File: src/sv/sbph_pkg.sv
// Shared types, constants and register codes for the spectrum bar peak-hold meter.
package sbph_pkg;

  localparam int BANDS_DEF = 14;

  localparam int BAND_W  = 4;
  localparam int WORD_W  = 16;
  localparam int LEVEL_W = 6;
  localparam int GAIN_W  = 3;
  localparam int HOLD_W  = 8;
  localparam int CFG_W   = 8;
  // Bar and peak are worked at the width of a full 6 x 3 bit product.
  localparam int WIDE_W  = LEVEL_W + GAIN_W;

  localparam logic [LEVEL_W-1:0] LEVEL_MAX    = 6'd63;
  localparam logic [LEVEL_W-1:0] PEAK_RESET   = 6'd60;
  localparam logic [HOLD_W-1:0]  HOLD_RESET   = 8'd1;
  localparam logic [GAIN_W-1:0]  GAIN_RESET   = 3'd3;
  localparam logic [HOLD_W-1:0]  RELOAD_RESET = 8'd1;

  typedef enum logic {
    REG_LEVEL_GAIN       = 1'b0,
    REG_PEAK_HOLD_RELOAD = 1'b1
  } reg_index_t;

  typedef struct packed {
    logic [BAND_W-1:0] band_index;
    logic [WORD_W-1:0] spectrum_word;
  } sample_t;

  typedef struct packed {
    logic [BAND_W-1:0]  out_band;
    logic [LEVEL_W-1:0] bar_level;
    logic [LEVEL_W-1:0] peak_level;
  } meter_t;

  // One memory word per band.
  typedef struct packed {
    logic [LEVEL_W-1:0] bar;
    logic [LEVEL_W-1:0] peak;
    logic [HOLD_W-1:0]  hold;
  } band_entry_t;

  localparam int ENTRY_W = $bits(band_entry_t);

  localparam band_entry_t ENTRY_RESET = '{bar: '0, peak: PEAK_RESET, hold: HOLD_RESET};

  typedef struct packed {
    logic [GAIN_W-1:0] gain;
    logic [HOLD_W-1:0] reload;
  } meter_cfg_t;

endpackage

File: src/sv/sbph_ram.sv
// Generic single-write, single-read RAM with registered read data.
module sbph_ram #(
  parameter int WIDTH = 8,
  parameter int DEPTH = 16
) (
  input  logic                                   clk,
  input  logic                                   we,
  input  logic [((DEPTH > 1) ? $clog2(DEPTH) : 1)-1:0] waddr,
  input  logic [WIDTH-1:0]                       wdata,
  input  logic                                   re,
  input  logic [((DEPTH > 1) ? $clog2(DEPTH) : 1)-1:0] raddr,
  output logic [WIDTH-1:0]                       rdata
);

  logic [WIDTH-1:0] mem [DEPTH];

  always_ff @(posedge clk) begin
    if (we) begin
      mem[waddr] <= wdata;
    end
    if (re) begin
      rdata <= mem[raddr];
    end
  end

endmodule

File: src/sv/sbph_update.sv
// Per-band bar rise/fall and peak hold/decay update.
module sbph_update (
  input  sbph_pkg::band_entry_t          cur,
  input  logic [sbph_pkg::LEVEL_W-1:0]   mag,
  input  sbph_pkg::meter_cfg_t           cfg,
  output sbph_pkg::band_entry_t          upd
);
  import sbph_pkg::*;

  logic [WIDE_W-1:0] target;
  logic [WIDE_W-1:0] bar_w;
  logic [WIDE_W-1:0] peak_w;
  logic [HOLD_W-1:0] hold_w;

  always_comb begin
    target = WIDE_W'(mag) * WIDE_W'(cfg.gain);
    bar_w  = WIDE_W'(cur.bar);
    peak_w = WIDE_W'(cur.peak);
    hold_w = cur.hold;

    // Bar jumps up to the target, otherwise falls by one.
    if (bar_w < target) begin
      bar_w = target;
    end else if (bar_w != '0) begin
      bar_w = bar_w - WIDE_W'(1);
    end

    // New peak (unclamped bar) reloads the hold counter.
    if (bar_w > peak_w) begin
      peak_w = bar_w;
      hold_w = cfg.reload;
    end

    if (hold_w != '0) begin
      hold_w = hold_w - HOLD_W'(1);
    end else if (peak_w != '0) begin
      peak_w = peak_w - WIDE_W'(1);
    end

    upd.bar  = (bar_w > WIDE_W'(LEVEL_MAX)) ? LEVEL_MAX : bar_w[LEVEL_W-1:0];
    upd.peak = (peak_w > WIDE_W'(LEVEL_MAX)) ? LEVEL_MAX : peak_w[LEVEL_W-1:0];
    upd.hold = hold_w;
  end

endmodule

File: src/sv/spectrum_bar_peak_hold.sv
// Top level of the spectrum bar meter with fall-off and peak hold.
//
//   channel  | handshake                  | payload
//   ---------+----------------------------+-----------------------------------
//   sample   | sample_valid / sample_stall| band_index, spectrum_word
//   meter    | meter_valid  / meter_stall | out_band, bar_level, peak_level
//   config   | cfg_write                  | cfg_index, cfg_data
//
// One transaction per cycle sustained while meter_stall is low; meter_valid
// follows sample acceptance through the s1_valid and meter registers. The
// accept edge launches the band memory read, the update stage then updates
// the entry and, as it fires, writes it back and loads the output register.
// A back-to-back hit on the same band is forwarded around the memory. Reset
// is synchronous: per-band valid flops make all bands read as their reset
// values at once, so there is no clearing pass. A stalled meter register
// stalls the update stage, and sample_stall rises only while both are full.
module spectrum_bar_peak_hold #(
  parameter int BANDS = sbph_pkg::BANDS_DEF
) (
  input  logic                        clk,
  input  logic                        rst,
  input  logic                        sample_valid,
  output logic                        sample_stall,
  input  sbph_pkg::sample_t           sample,
  output logic                        meter_valid,
  input  logic                        meter_stall,
  output sbph_pkg::meter_t            meter,
  input  logic                        cfg_write,
  input  sbph_pkg::reg_index_t        cfg_index,
  input  logic [sbph_pkg::CFG_W-1:0]  cfg_data
);
  import sbph_pkg::*;

  localparam int AW = (BANDS > 1) ? $clog2(BANDS) : 1;
  // Range check is done wide enough to hold BANDS itself.
  localparam int CW = (AW > BAND_W) ? AW + 1 : BAND_W + 1;

  meter_cfg_t   cfg;

  // Update stage.
  logic              s1_valid;
  logic [BAND_W-1:0] s1_band;
  logic [AW-1:0]     s1_addr;
  logic              s1_inrange;
  logic [LEVEL_W-1:0] s1_mag;
  logic              fwd_hit;
  band_entry_t       fwd_data;

  logic [BANDS-1:0]  vld;
  band_entry_t       ram_q;
  band_entry_t       cur;
  band_entry_t       upd;

  logic              sample_accept;
  logic              s1_adv;
  logic              s1_fire;
  logic              wr_en;
  logic              in_range;
  logic [AW-1:0]     in_addr;

  // Update stage moves on whenever the meter register is free or draining.
  assign s1_adv        = !meter_valid || !meter_stall;
  assign sample_stall  = s1_valid && !s1_adv;
  assign sample_accept = sample_valid && !sample_stall;
  assign s1_fire       = s1_valid && s1_adv;
  assign wr_en         = s1_fire && s1_inrange;
  assign in_addr       = AW'(sample.band_index);
  assign in_range      = CW'(sample.band_index) < CW'(BANDS);

  sbph_ram #(
    .WIDTH (ENTRY_W),
    .DEPTH (BANDS)
  ) u_band_ram (
    .clk   (clk),
    .we    (wr_en),
    .waddr (s1_addr),
    .wdata (upd),
    .re    (sample_accept),
    .raddr (in_addr),
    .rdata (ram_q)
  );

  // Forwarded value wins over the stale read; unwritten bands read as reset.
  always_comb begin
    if (fwd_hit) begin
      cur = fwd_data;
    end else if (vld[s1_addr]) begin
      cur = ram_q;
    end else begin
      cur = ENTRY_RESET;
    end
  end

  sbph_update u_update (
    .cur (cur),
    .mag (s1_mag),
    .cfg (cfg),
    .upd (upd)
  );

  // Control state.
  always_ff @(posedge clk) begin
    if (rst) begin
      s1_valid    <= 1'b0;
      meter_valid <= 1'b0;
      cfg.gain    <= GAIN_RESET;
      cfg.reload  <= RELOAD_RESET;
      vld         <= '0;
    end else begin
      if (cfg_write) begin
        case (cfg_index)
          REG_LEVEL_GAIN:       cfg.gain   <= cfg_data[GAIN_W-1:0];
          REG_PEAK_HOLD_RELOAD: cfg.reload <= cfg_data[HOLD_W-1:0];
          default: ;
        endcase
      end
      if (!sample_stall) begin
        s1_valid <= sample_valid;
      end
      if (s1_adv) begin
        meter_valid <= s1_valid;
      end
      if (wr_en) begin
        vld[s1_addr] <= 1'b1;
      end
    end
  end

  // Payload registers.
  always_ff @(posedge clk) begin
    if (sample_accept) begin
      s1_band    <= sample.band_index;
      s1_addr    <= in_addr;
      s1_inrange <= in_range;
      s1_mag     <= sample.spectrum_word[LEVEL_W-1:0];
      // Same band written back at this edge: the memory read is stale.
      fwd_hit    <= wr_en && (s1_band == sample.band_index);
      fwd_data   <= upd;
    end
    if (s1_fire) begin
      meter.out_band   <= s1_band;
      meter.bar_level  <= s1_inrange ? upd.bar  : '0;
      meter.peak_level <= s1_inrange ? upd.peak : '0;
    end
  end

endmodule
File: config.mk
export PLATFORM = sky130hd
export DESIGN_NAME = spectrum_bar_peak_hold
export DESIGN_NICKNAME = d
export VERILOG_FILES = /design/src/sv/sbph_pkg.sv /design/src/sv/sbph_ram.sv /design/src/sv/sbph_update.sv /design/src/sv/spectrum_bar_peak_hold.sv
export SDC_FILE = /design/constraint.sdc
export NUM_CORES = 1
export LEC_CHECK = 0
export ABC_AREA = 0
export BUFFER_PORTS_ARGS = -buffer_cell sky130_fd_sc_hd__buf_4
export CORE_UTILIZATION = 30
export DETAILED_ROUTE_END_ITERATION = 10
export PLACE_DENSITY = 0.41
export SYNTH_ARGS = -nofsm -noshare
export SYNTH_HDL_FRONTEND = slang
export SYNTH_SLANG_ARGS = --single-unit
File: constraint.sdc
create_clock -name clk -period 10.05 [get_ports clk]
set_clock_uncertainty 0.15 [all_clocks]
set_input_delay 0.5025 -clock clk [delete_from_list [all_inputs] [get_ports clk]]
set_output_delay 0.5025 -clock clk [all_outputs]
set_load 0.05 [all_outputs]
Word level (Yosys, flattened, before mapping)
Memory sizes are Yosys's and may differ from the RTL's. A register that Yosys moved wholly into a read port is not among the register bits.
Cells that the tools add are included.

cells by class
  reduce and logical (&&, ||, !) cells = 16
  multiplexer cells = 17
  $add $sub $neg = 3
  bitwise gates (word level) = 2
  $mul = 1
  equal/unequal tests = 1
  $lt $le $gt $ge = 7

operators by type and width
  kind                                                            count
  2-to-1 mux 9 bit                                                5
  2-to-1 mux 20 bit                                               2
  greater-than comparator 9 x 6 -> 1 bit (second input constant)  2
  2-to-1 mux 8 bit                                                2
  OR 14 bit                                                       1
  2-to-1 mux 6 bit                                                2
  greater-than comparator 9 x 6 -> 1 bit                          1
  < comparator 6 x 9 -> 1 bit                                     1
  multiplier 6 x 3 -> 9 bit                                       1
  nonzero test 9 bit                                              1
  subtractor 9 x 1 -> 9 bit (second input constant)               1
  nonzero test 8 bit                                              1
  subtractor 8 x 1 -> 8 bit (second input constant)               1
  subtractor 6 x 1 -> 7 bit (second input constant)               1
  logical AND 1 bit                                               6
  nonzero test 6 bit                                              1
  < comparator 4 x 5 -> 1 bit (second input constant)             1
  binary-select mux 1 bit (select 4 bit)                          1
  demux 1 bit (select 4 bit)                                      1
  equality test 4 bit                                             1
  >= comparator 4 x 1 -> 1 bit (second input constant)            1
  logical NOT 1 bit                                               4
  < comparator 4 bit (second input constant)                      1
  2-to-1 mux 1 bit                                                4
  other kinds (3)                                                 4

storage, ports and cells
  bits in writable memories = 280
  memories = 1
  output and inout bits = 18
  logic and storage cells = 63
  input bits = 34
  bits in registers = 75

memory list
  name            depth  width  read ports  clocked after memory_dff  wr ports  RTL line        source
  u_band_ram.mem  14     20     1           1                         1         sbph_ram.sv:15  logic [WIDTH-1:0] mem [DEPTH];

Depth between registers and ports, before layout
Gate-level depths: netlist of run 1.

  depth after elaboration = 14
  mapped depth = 34

Cells and area by module
Synthesis of run 1 repeated with hierarchy kept, for this count alone.

second synthesis, totals
  cells, all modules = 1,046
  area, all modules = 16,607.2 um^2

modules (own cells, without submodules)
  module                  times used  cells each  seq. area each (um^2)  area each (um^2)
  sbph_ram                1           487         9,008.6                11,333.4
  spectrum_bar_peak_hold  1           267         1,981.9                3,204.3
  sbph_update             1           292         0.0                    2,069.5

Worst setup path before layout of run 1
Ideal clock, no wire load.

  path kind = register to register
  from = register s1_addr[1]
  to = register fwd_data[11] (netlist bit), data pin
  path slack = 2,678 ps
  stages on the path, launching flop included = 34
  arrival = 6,851 ps
  library setup time = 371 ps
  cell sequence = edfxtp_1 buf_6 buf_2 mux2i_1 mux4_2 a211oi_2 clkbuf_1 a22o_1 ha_1 a211oi_1 o211ai_1 o211ai_2 buf_2 a21oi_1 a22oi_1 inv_1 ha_1 nor2b_1 o21ai_0 a21oi_1 o31a_1 a211oi_2 buf_4 buf_2 nand3_1 o21ai_0 ha_1 o311ai_0 mux2i_1 o311ai_1 nor2_1 o2bb2ai_2 buf_4 nand4_1

between the ends
  word-level cells in the longest chain between the ends = 14

RTL lines
  what                                                             RTL line                              source
  start, declared                                                  spectrum_bar_peak_hold.sv:43          logic [AW-1:0] s1_addr;
  start signal, assigned                                           spectrum_bar_peak_hold.sv:133         s1_addr <= in_addr;
  binary-select mux 1 bit (select 4 bit) (*)                       spectrum_bar_peak_hold.sv:87          end else if (vld[s1_addr]) begin
  2-to-1 mux 1 bit (implied by the code) (*)                       spectrum_bar_peak_hold.sv:87
  2-to-1 mux 20 bit (*)                                            spectrum_bar_peak_hold.sv:87
  2-to-1 mux 20 bit (*)                                            spectrum_bar_peak_hold.sv:85          if (fwd_hit) begin
  subtractor 6 x 1 -> 7 bit or nonzero test 6 bit (tied branches)  sbph_update.sv:25, sbph_update.sv:24
  2-to-1 mux 9 bit                                                 sbph_update.sv:24                     end else if (bar_w != '0) begin
  2-to-1 mux 9 bit                                                 sbph_update.sv:22                     if (bar_w < target) begin
  greater-than comparator 9 x 6 -> 1 bit                           sbph_update.sv:29                     if (bar_w > peak_w) begin
  2-to-1 mux 9 bit                                                 sbph_update.sv:29
  subtractor 9 x 1 -> 9 bit or nonzero test 9 bit (tied branches)  sbph_update.sv:37, sbph_update.sv:36
  2-to-1 mux 9 bit                                                 sbph_update.sv:36                     end else if (peak_w != '0) begin
  2-to-1 mux 9 bit (*)                                             sbph_update.sv:34                     if (hold_w != '0) begin
  greater-than comparator 9 x 6 -> 1 bit                           sbph_update.sv:41                     upd.peak = (peak_w > WIDE_W'(LEVEL_MAX)) ? LEVEL_MAX : peak_w[LEVEL_W-1:0];
  2-to-1 mux 6 bit (*)                                             sbph_update.sv:41
  via u_band_ram.wdata[11]                                         sbph_ram.sv:9                         input logic [WIDTH-1:0] wdata,
  end signal, assigned                                             spectrum_bar_peak_hold.sv:138         fwd_data <= upd;
  end, declared                                                    spectrum_bar_peak_hold.sv:47          band_entry_t fwd_data;

Mark *: on every way through the listed nets, which the timed path passes. The rest lies on a longest branch. The select of a mux whose other input is x is not followed.
A chain may end at the register's enable or synchronous reset.

Worst setup path after layout of run 1
  from = register s1_addr[1]
  to = memory u_band_ram.mem[4][9] (netlist bit), data pin

between the ends
  word-level cells in the longest chain between the ends = 14

RTL lines
  what                                                             RTL line
  binary-select mux 1 bit (select 4 bit) (*)                       spectrum_bar_peak_hold.sv:87
  2-to-1 mux 1 bit (implied by the code) (*)                       spectrum_bar_peak_hold.sv:87
  2-to-1 mux 20 bit (*)                                            spectrum_bar_peak_hold.sv:87
  2-to-1 mux 20 bit (*)                                            spectrum_bar_peak_hold.sv:85
  subtractor 6 x 1 -> 7 bit or nonzero test 6 bit (tied branches)  sbph_update.sv:25, sbph_update.sv:24
  2-to-1 mux 9 bit                                                 sbph_update.sv:24
  2-to-1 mux 9 bit                                                 sbph_update.sv:22
  greater-than comparator 9 x 6 -> 1 bit                           sbph_update.sv:29
  2-to-1 mux 9 bit                                                 sbph_update.sv:29
  subtractor 9 x 1 -> 9 bit or nonzero test 9 bit (tied branches)  sbph_update.sv:37, sbph_update.sv:36
  2-to-1 mux 9 bit                                                 sbph_update.sv:36
  2-to-1 mux 9 bit (*)                                             sbph_update.sv:34
  greater-than comparator 9 x 6 -> 1 bit                           sbph_update.sv:41
  2-to-1 mux 6 bit (*)                                             sbph_update.sv:41
  via u_band_ram.wdata[9]                                          sbph_ram.sv:9
  end, declared                                                    sbph_ram.sv:15

Marks and branches as above.

==> summary.txt, run 1 <==
Status
  – Status: complete, no violations

Yosys
  – Syn Area/Cell: 16.49 um^2
  – Count leader, synth: edfxtp_1
  – Cell area after synthesis: 0.01637 mm^2
  – Yosys reg bits: 375
  – Synthesized netlist net count: 1057
  – Post-synth ARST share: 0%
  – Sequential area share after synthesis: 67.13%
  – Top FF cell, synth: edfxtp_1
  – Top post-synthesis cells by count: edfxtp_1, mux4_2, nor2_1
  – Area contributors post-synth: edfxtp_1, mux4_2, dfxtp_1
  – Yosys warnings: 0
  – Largest area contributor in the netlist: edfxtp_1
  – Post-synth EDFFs: 348
  – Count of different cell masters after synthesis: 68
  – Top cell type's share of synthesized area: 63.83%
  – Post-Syn Instances: 993

Detailed routing
  – Routed Antenna Nets: 0
  – Drt drc: 0
  – Post-Route WL: 41.29 mm
  – First-pass DRT Iterations: 4
  – Initial DRC count: 741
  – DR WL/cell: 22.98 um
  – Total number of vias: 8931
  – Vias per inst: 4.970

Clock network
  – Clock sink count: 375
  – Num CTS Buffers: 41
  – Clock slew at reported path FFs: 0.06 ns
  – H-tree depth: 2
  – Post-CTS sizing: 0
  – Post-CTS Setup Bufs: 0
  – Clk_lat worst skew: 0.56 ns
  – CTS tree: yes
  – Clock Path Buffers: 3
  – Root buf cell: clkbuf_16

Power and ir drop
  – VDD IR max: 0.09369 mV
  – Power density cells: 221.7 mW/mm^2
  – Overall power: 4.217 mW
  – Pleak: 6.207 nW

Timing
  – Fin crit period: 9.298 ns
  – Slew HR: 30.46%
  – Final setup TNS: 0 ns
  – RSZ-0062 raised after global routing: no
  – Max Fclk: 107.5 MHz
  – Worst Max-Slew Pin Slew: 1.041 ns
  – Final setup fails: 0
  – Slew Limit Fails: 0
  – Fin crit share: 92.52%
  – Final hold violations: 0

Cells and area
  – Final Util: 35.27%
  – Final cell count without fillers: 1797
  – Finished Cell Area: 0.01902 mm^2
  – Area of the multi-input gates: 0.005176 mm^2
  – # fillers: 5028
  – Diodes inserted: 0
  – Storage element area: 0.01099 mm^2
  – Area Overhead vs Synth: 16.16%
  – Final #Nets: 1134
  – Fraction of layout instances using a drive strength above 1: 24.07%

Setup path
  – CP max FO: 17
  – Worst r2r dst: u_band_ram.mem[4][9]
  – Crit Reg-Reg Startpoint: s1_addr[1]
  – Nature of the critical path startpoint: flip-flop
  – Worst Reg-to-Reg Cells: 27
  – Crit path kind: flip-flop to flip-flop
  – Element type at the critical path end: flip-flop
  – R2R setup slack: 0.75 ns
  – CP arrival: 9.24 ns
  – Req. time, crit path: 9.99 ns

Global route
  – Initial antenna violation count: 1
  – First-pass GRT wire length: 61.81 mm
  – Total global routing overflow: 0
  – Grt met1 use: 20.11%
  – Busiest grt layer: met2
  – Total track usage: 15.11%
  – Vias in the first global route: 9198
  – Largest net degree at the start of global routing: 64
  – M2 GR Usage: 25.36%
  – GRT met3 Usage: 2.627%

Floorplan
  – Core Region: 0.05392 mm^2
  – Io pins: 52
  – Die footprint: 0.05551 mm^2
  – Site Rows: 85
  – Starting Density: 30.36%
  – Die Ht: 235.6 um
  – Die W: 235.6 um

Hold path
  – Startpoint of the worst hold path: cfg_data[1]
  – Hold Crit Class: input port to flip-flop
  – Cell count of the worst hold path: 3
  – Worst Hold End: cfg[9]

Placement
  – Port bufs: 41
  – Dpl hpwl: 24.54 mm
  – Area after DPL: 0.01768 mm^2
  – Placer Congestion: 0.7686
  – Placed Instances: 1715

Job
  – MaxCap Viol Count: 0
-- through the flow --
stage / hold slack, ns / worst slack (ns)
2_1_floorplan: 0.2846 / 2.678
3_3_place_gp: 0.2978 / 0.8053
3_5_place_dp: 0.3106 / 0.8034
4_1_cts: 0.003938 / 0.7725
5_1_grt: 0.01068 / 0.1691
6_report: 0.03065 / 0.7517
-- logic make-up after synthesis --
kind of cell / count (synthesis) / synth area share, %
DFF: 375 / 67.13
and+or+nand+nor: 223 / 6.450
AOI/OAI and AO/OA: 147 / 6.664
muxes: 126 / 14.29
buffers and inverters: 72 / 1.872
adders and majority gates: 30 / 2.522
xor gates and xnor gates: 20 / 1.070
-- critical path: stages, from the launching register on --
cell and delay (ns):
edfxtp_1 0.81, mux2_2 0.41, mux4_2 0.52, o21ai_0 0.17, buf_4 0.19, o31a_1 0.24, inv_1 0.07, ha_1 0.21
a21o_1 0.15, a21oi_1 0.15, o211ai_1 0.16, o211ai_2 0.63, a21oi_1 0.08, a22oi_1 0.34, inv_1 0.16, ha_1 0.33
nor2b_1 0.13, o21ai_0 0.15, a21oi_1 0.11, o31a_1 0.29, a211o_1 0.45, a21oi_1 0.36, ha_1 0.24, o311ai_0 0.13
mux2i_1 0.56, nand4_1 0.16, a21oi_1 0.75, nand3_1 0.71
-- cell type report --
class / count / area share, %
clock inverters: 16 / 0.6711
multi-input cells: 546 / 27.22
inverters: 25 / 0.4934
repair buffers: 81 / 3.303
well taps: 696 / 4.579
clock buffers: 58 / 5.947
flip-flops and latches: 375 / 57.79
-- timing repair --
item                                   in CTS  in global routing
endpoints found under the hold margin       8                  0
setup endpoints to repair                   0                  0
hold buffers                                8                  0
-- worst max-delay path by stage --
stage	startpoint	depth (start not counted)	endpoint
3_3_place_gp	s1_addr[1]	27	u_band_ram.mem[6][9]
3_5_place_dp	s1_addr[1]	27	u_band_ram.mem[7][9]
4_1_cts	s1_addr[1]	27	u_band_ram.mem[6][9]
6_report	s1_addr[1]	27	u_band_ram.mem[4][9]
2_1_floorplan	s1_addr[1]	33	fwd_data[11]
5_1_grt	s1_addr[1]	27	u_band_ram.mem[4][9]
-- metal layers --
layer  vias to the layer above  part of all wire [%]
met5                         -                 0.019
met4                         2                   2.0
met3                        57                   4.6
met2                       161                    49
met1                      4598                    45
li1                       4113                     -
-- state kept, by name (all words and copies together) (netlist names) --
register,cells
u_band_ram.rdata,20
u_band_ram.mem,280
meter_valid,1
fwd_hit,1
fwd_data,20
meter,16
s1_mag,6
cfg,11
s1_addr,4
vld,14
s1_inrange,1
s1_valid,1
-- cell usage in the layout (no fill, tap or decap), types with 9 or more instances in the layout --
| cell type | n |
|---|---|
| edfxtp_1 | 348 |
| mux4_2 | 83 |
| buf_4 | 73 |
| nand2_1 | 54 |
| nor2_1 | 54 |
| clkbuf_16 | 42 |
| a21oi_1 | 36 |
| nand3_1 | 29 |
| mux2_2 | 28 |
| dfxtp_1 | 27 |
| inv_1 | 25 |
| ha_1 | 25 |
| o21ai_0 | 24 |
| and2_1 | 18 |
| xnor2_1 | 15 |
| mux2i_1 | 14 |
| clkbuf_1 | 14 |
| nor3_1 | 11 |
| nand2b_1 | 10 |
| nor2_4 | 9 |
-- power by group --
| group | internal (mW) | leakage (nW) | switching [mW] |
|---|---|---|---|
| logic | 0.270 | 2.30 | 0.536 |
| clock network | 0.813 | 0.611 | 0.610 |
| registers | 1.95 | 3.29 | 0.0349 |
| total | 3.04 | 6.21 | 1.18 |
Note: power is estimated with default switching activity, not from simulation.
==> run 2, diff against run 1 <==
- SYNTH_HIERARCHICAL: unset -> 1
==> summary.txt, run 2 <==
Setup path
  – Worst r2r dst: meter[0]
  – Setup crit start: s1_mag[0]
  – Worst Reg-to-Reg Cells: 24
  – Top delay family on crit path: simple AND/OR/NAND/NOR gates
  – Slowest CP cell: nand3_1
  – Element type at the critical path end: flip-flop
  – Nature of the critical path startpoint: flip-flop
  – Worst-path cell chain: and2_1 > fa_1 > ha_1 > fa_1 > a211o_2 > a21oi_1 > a21o_2 > a211o_1 > nand2_1 > nor2_1 > mux2i_1 > ha_1 > a211o_1 > o21ai_1 > nand2_1 > nor2_1 > mux2i_1 > ha_1 > nand4b_1 > nor3_1 > o21ai_0 > o31ai_1 > nand3_1 > and2_1
  – Most frequent cell on the critical path: ha_1
  – CP Buf/Inv Count: 0
  – Crit path kind: flip-flop to flip-flop
  – CP max FO: 16
  – R2R setup slack: 1.08 ns
  – CP arrival: 9.14 ns
  – Critical Path Max Stage Delay: 0.77 ns
  – Crit Reg-Reg Startpoint: s1_mag[0]
  – Req. time, crit path: 10.21 ns

Timing
  – Final hold violations: 0
  – Fin crit period: 8.973 ns
  – Worst Max-Slew Pin Slew: 1.205 ns
  – Slew HR: 17.39%
  – RSZ-0062 raised after global routing: no
  – Slew Limit Fails: 0
  – Max Fclk: 111.5 MHz
  – Final setup TNS: 0 ns
  – Final setup fails: 0
  – Fin crit share: 89.28%

Global route
  – Total track usage: 14.60%
  – Total global routing overflow: 0
  – First-pass GRT wire length: 61.14 mm
  – Initial antenna violation count: 0
  – Vias in the first global route: 9554
  – Largest net degree at the start of global routing: 64

Cells and area
  – Commonest non-fill, non-tap cells in the layout: edfxtp_1, buf_4, a21oi_1, nor2_1
  – Most flops, register: u_band_ram/mem
  – Max FFs per register: 280
  – Area Overhead vs Synth: 15.75%
  – Top Registers: u_band_ram/mem x280, fwd_data x20, u_band_ram/rdata x20
  – Final Util: 35.44%
  – Final cell count without fillers: 1856
  – Fraction of layout instances using a drive strength above 1: 20.71%
  – Commonest non-fill, non-tap cell in the layout: edfxtp_1
  – Final #Nets: 1189
  – # fillers: 5194

Detailed routing
  – Routed Antenna Nets: 0
  – First-pass DRT Iterations: 4
  – Drt drc: 0
  – DR WL/cell: 21.78 um
  – Post-Route WL: 40.43 mm
  – Initial DRC count: 508
  – Vias per inst: 4.952
  – Total number of vias: 9191

Clock network
  – Clk_lat worst skew: 0.56 ns
  – Post-CTS Setup Bufs: 0
  – Hold-fix buffers at CTS: 11
  – Clock slew at reported path FFs: 0.06 ns
  – Num CTS Buffers: 44
  – Clock sink count: 375
  – CTS tree: yes
  – Root buf cell: clkbuf_16
  – H-tree depth: 2
  – Post-CTS sizing: 0
  – Clock Path Buffers: 3

Yosys
  – Syn Area/Cell: 15.88 um^2
  – Count of different cell masters after synthesis: 80
  – Area contributors post-synth: edfxtp_1, mux4_2, dfxtp_1
  – Largest area contributor in the netlist: edfxtp_1
  – Cell area after synthesis: 0.01661 mm^2
  – Top FF cell, synth: edfxtp_1
  – Count leader, synth: edfxtp_1
  – Sequential area share after synthesis: 66.18%
  – Yosys reg bits: 375
  – Yosys warnings: 6
  – Synthesized netlist net count: 1109
  – Post-synth ARST share: 0%
  – Post-Syn Instances: 1046
  – Post-synth EDFFs: 348
  – Top cell type's share of synthesized area: 62.92%
  – Top post-synthesis cells by count: edfxtp_1, nor2_1, a21oi_1

Status
  – Status: complete, no violations

Hold path
  – Worst Hold End: cfg[6]
  – Hold Crit Class: input port to flip-flop
  – Startpoint of the worst hold path: cfg_data[6]
  – Cell count of the worst hold path: 3

Job
  – MaxCap Viol Count: 0

Floorplan
  – Core Region: 0.05424 mm^2
  – Site Rows: 85
  – Io pins: 52
  – Starting Density: 30.62%
  – Die footprint: 0.05630 mm^2
  – Die W: 237.3 um
  – Die Ht: 237.3 um

Power and ir drop
  – VDD IR max: 0.1048 mV
  – Overall power: 4.140 mW
  – Power density cells: 215.4 mW/mm^2
  – Pleak: 6.391 nW

Placement
  – Placed Instances: 1765
  – Port bufs: 41
  – Placer Congestion: 0.7762
  – Dpl hpwl: 24.13 mm
run 2: metal layers:
layer  GRT usage [%]  share of wire [%]  up-vias  wire (um)
met4           3.715                1.8        0        715
met2           24.76                 49      123      19940
met1           19.32                 46     4719      18470
met3           2.532                3.2       48       1304
met5               0                  0        -          0
li1                -                  -     4301          -
run 2: final cells by class:
class	count	area, um^2	area share (%)
Antenna cell	1	2.502	0.01302
Tap cell	696	870.8	4.530
Timing Repair Buffer	84	658.1	3.424
Clock buffer	62	1190	6.190
Multi-Input combinational cell	594	5293	27.53
Sequential cell	375	10990	57.17
Clock inverter	17	117.6	0.6118
Inverter	27	101.3	0.5272
run 2: tightest hold or removal path, cell delays in order:
cell and delay (ns):
buf_4 0.11, nand3_1 0.05, a21oi_1 0.05
run 2: worst max-delay path by stage:
stage	endpoint	slack, ns	cells after the start
after CTS	meter[1]	0.94	24
final	meter[0]	1.08	24
after detailed placement	meter[1]	0.99	24
after global routing	meter[0]	0.29	26
after global placement	meter[0]	1.01	24
after floorplan	meter[0]	2.42	27
run 2: through the flow:
| stage | setup slack [ns] | instance area, um^2 | hold slack [ns] |
|---|---|---|---|
| floorplan | 2.423 | 16610 | 0.2790 |
| global placement | 1.009 | 17800 | 0.2912 |
| CTS | 0.9391 | 19220 | 0.01580 |
| finish | 1.077 | 19220 | 0.06245 |
| detailed placement | 0.9911 | 17800 | 0.3064 |
| global route | 0.2859 | 19220 | 0.04825 |
run 2: cell families after synthesis:
kind of cell,Yosys count,synth area share (%)
buf+inv,77,2.268
mux,125,12.69
compound gates,176,7.655
simple gates,250,8.054
xor+xnor,14,0.7384
fa+ha+maj,29,2.411
flops,375,66.18
run 2: power by group:
group / leakage [nW] / total, mW / switching (mW) / internal (mW)
Clock: 0.637 / 1.47 / 0.617 / 0.850
Combinational: 2.46 / 0.742 / 0.499 / 0.243
Sequential: 3.29 / 1.93 / 0.0194 / 1.91
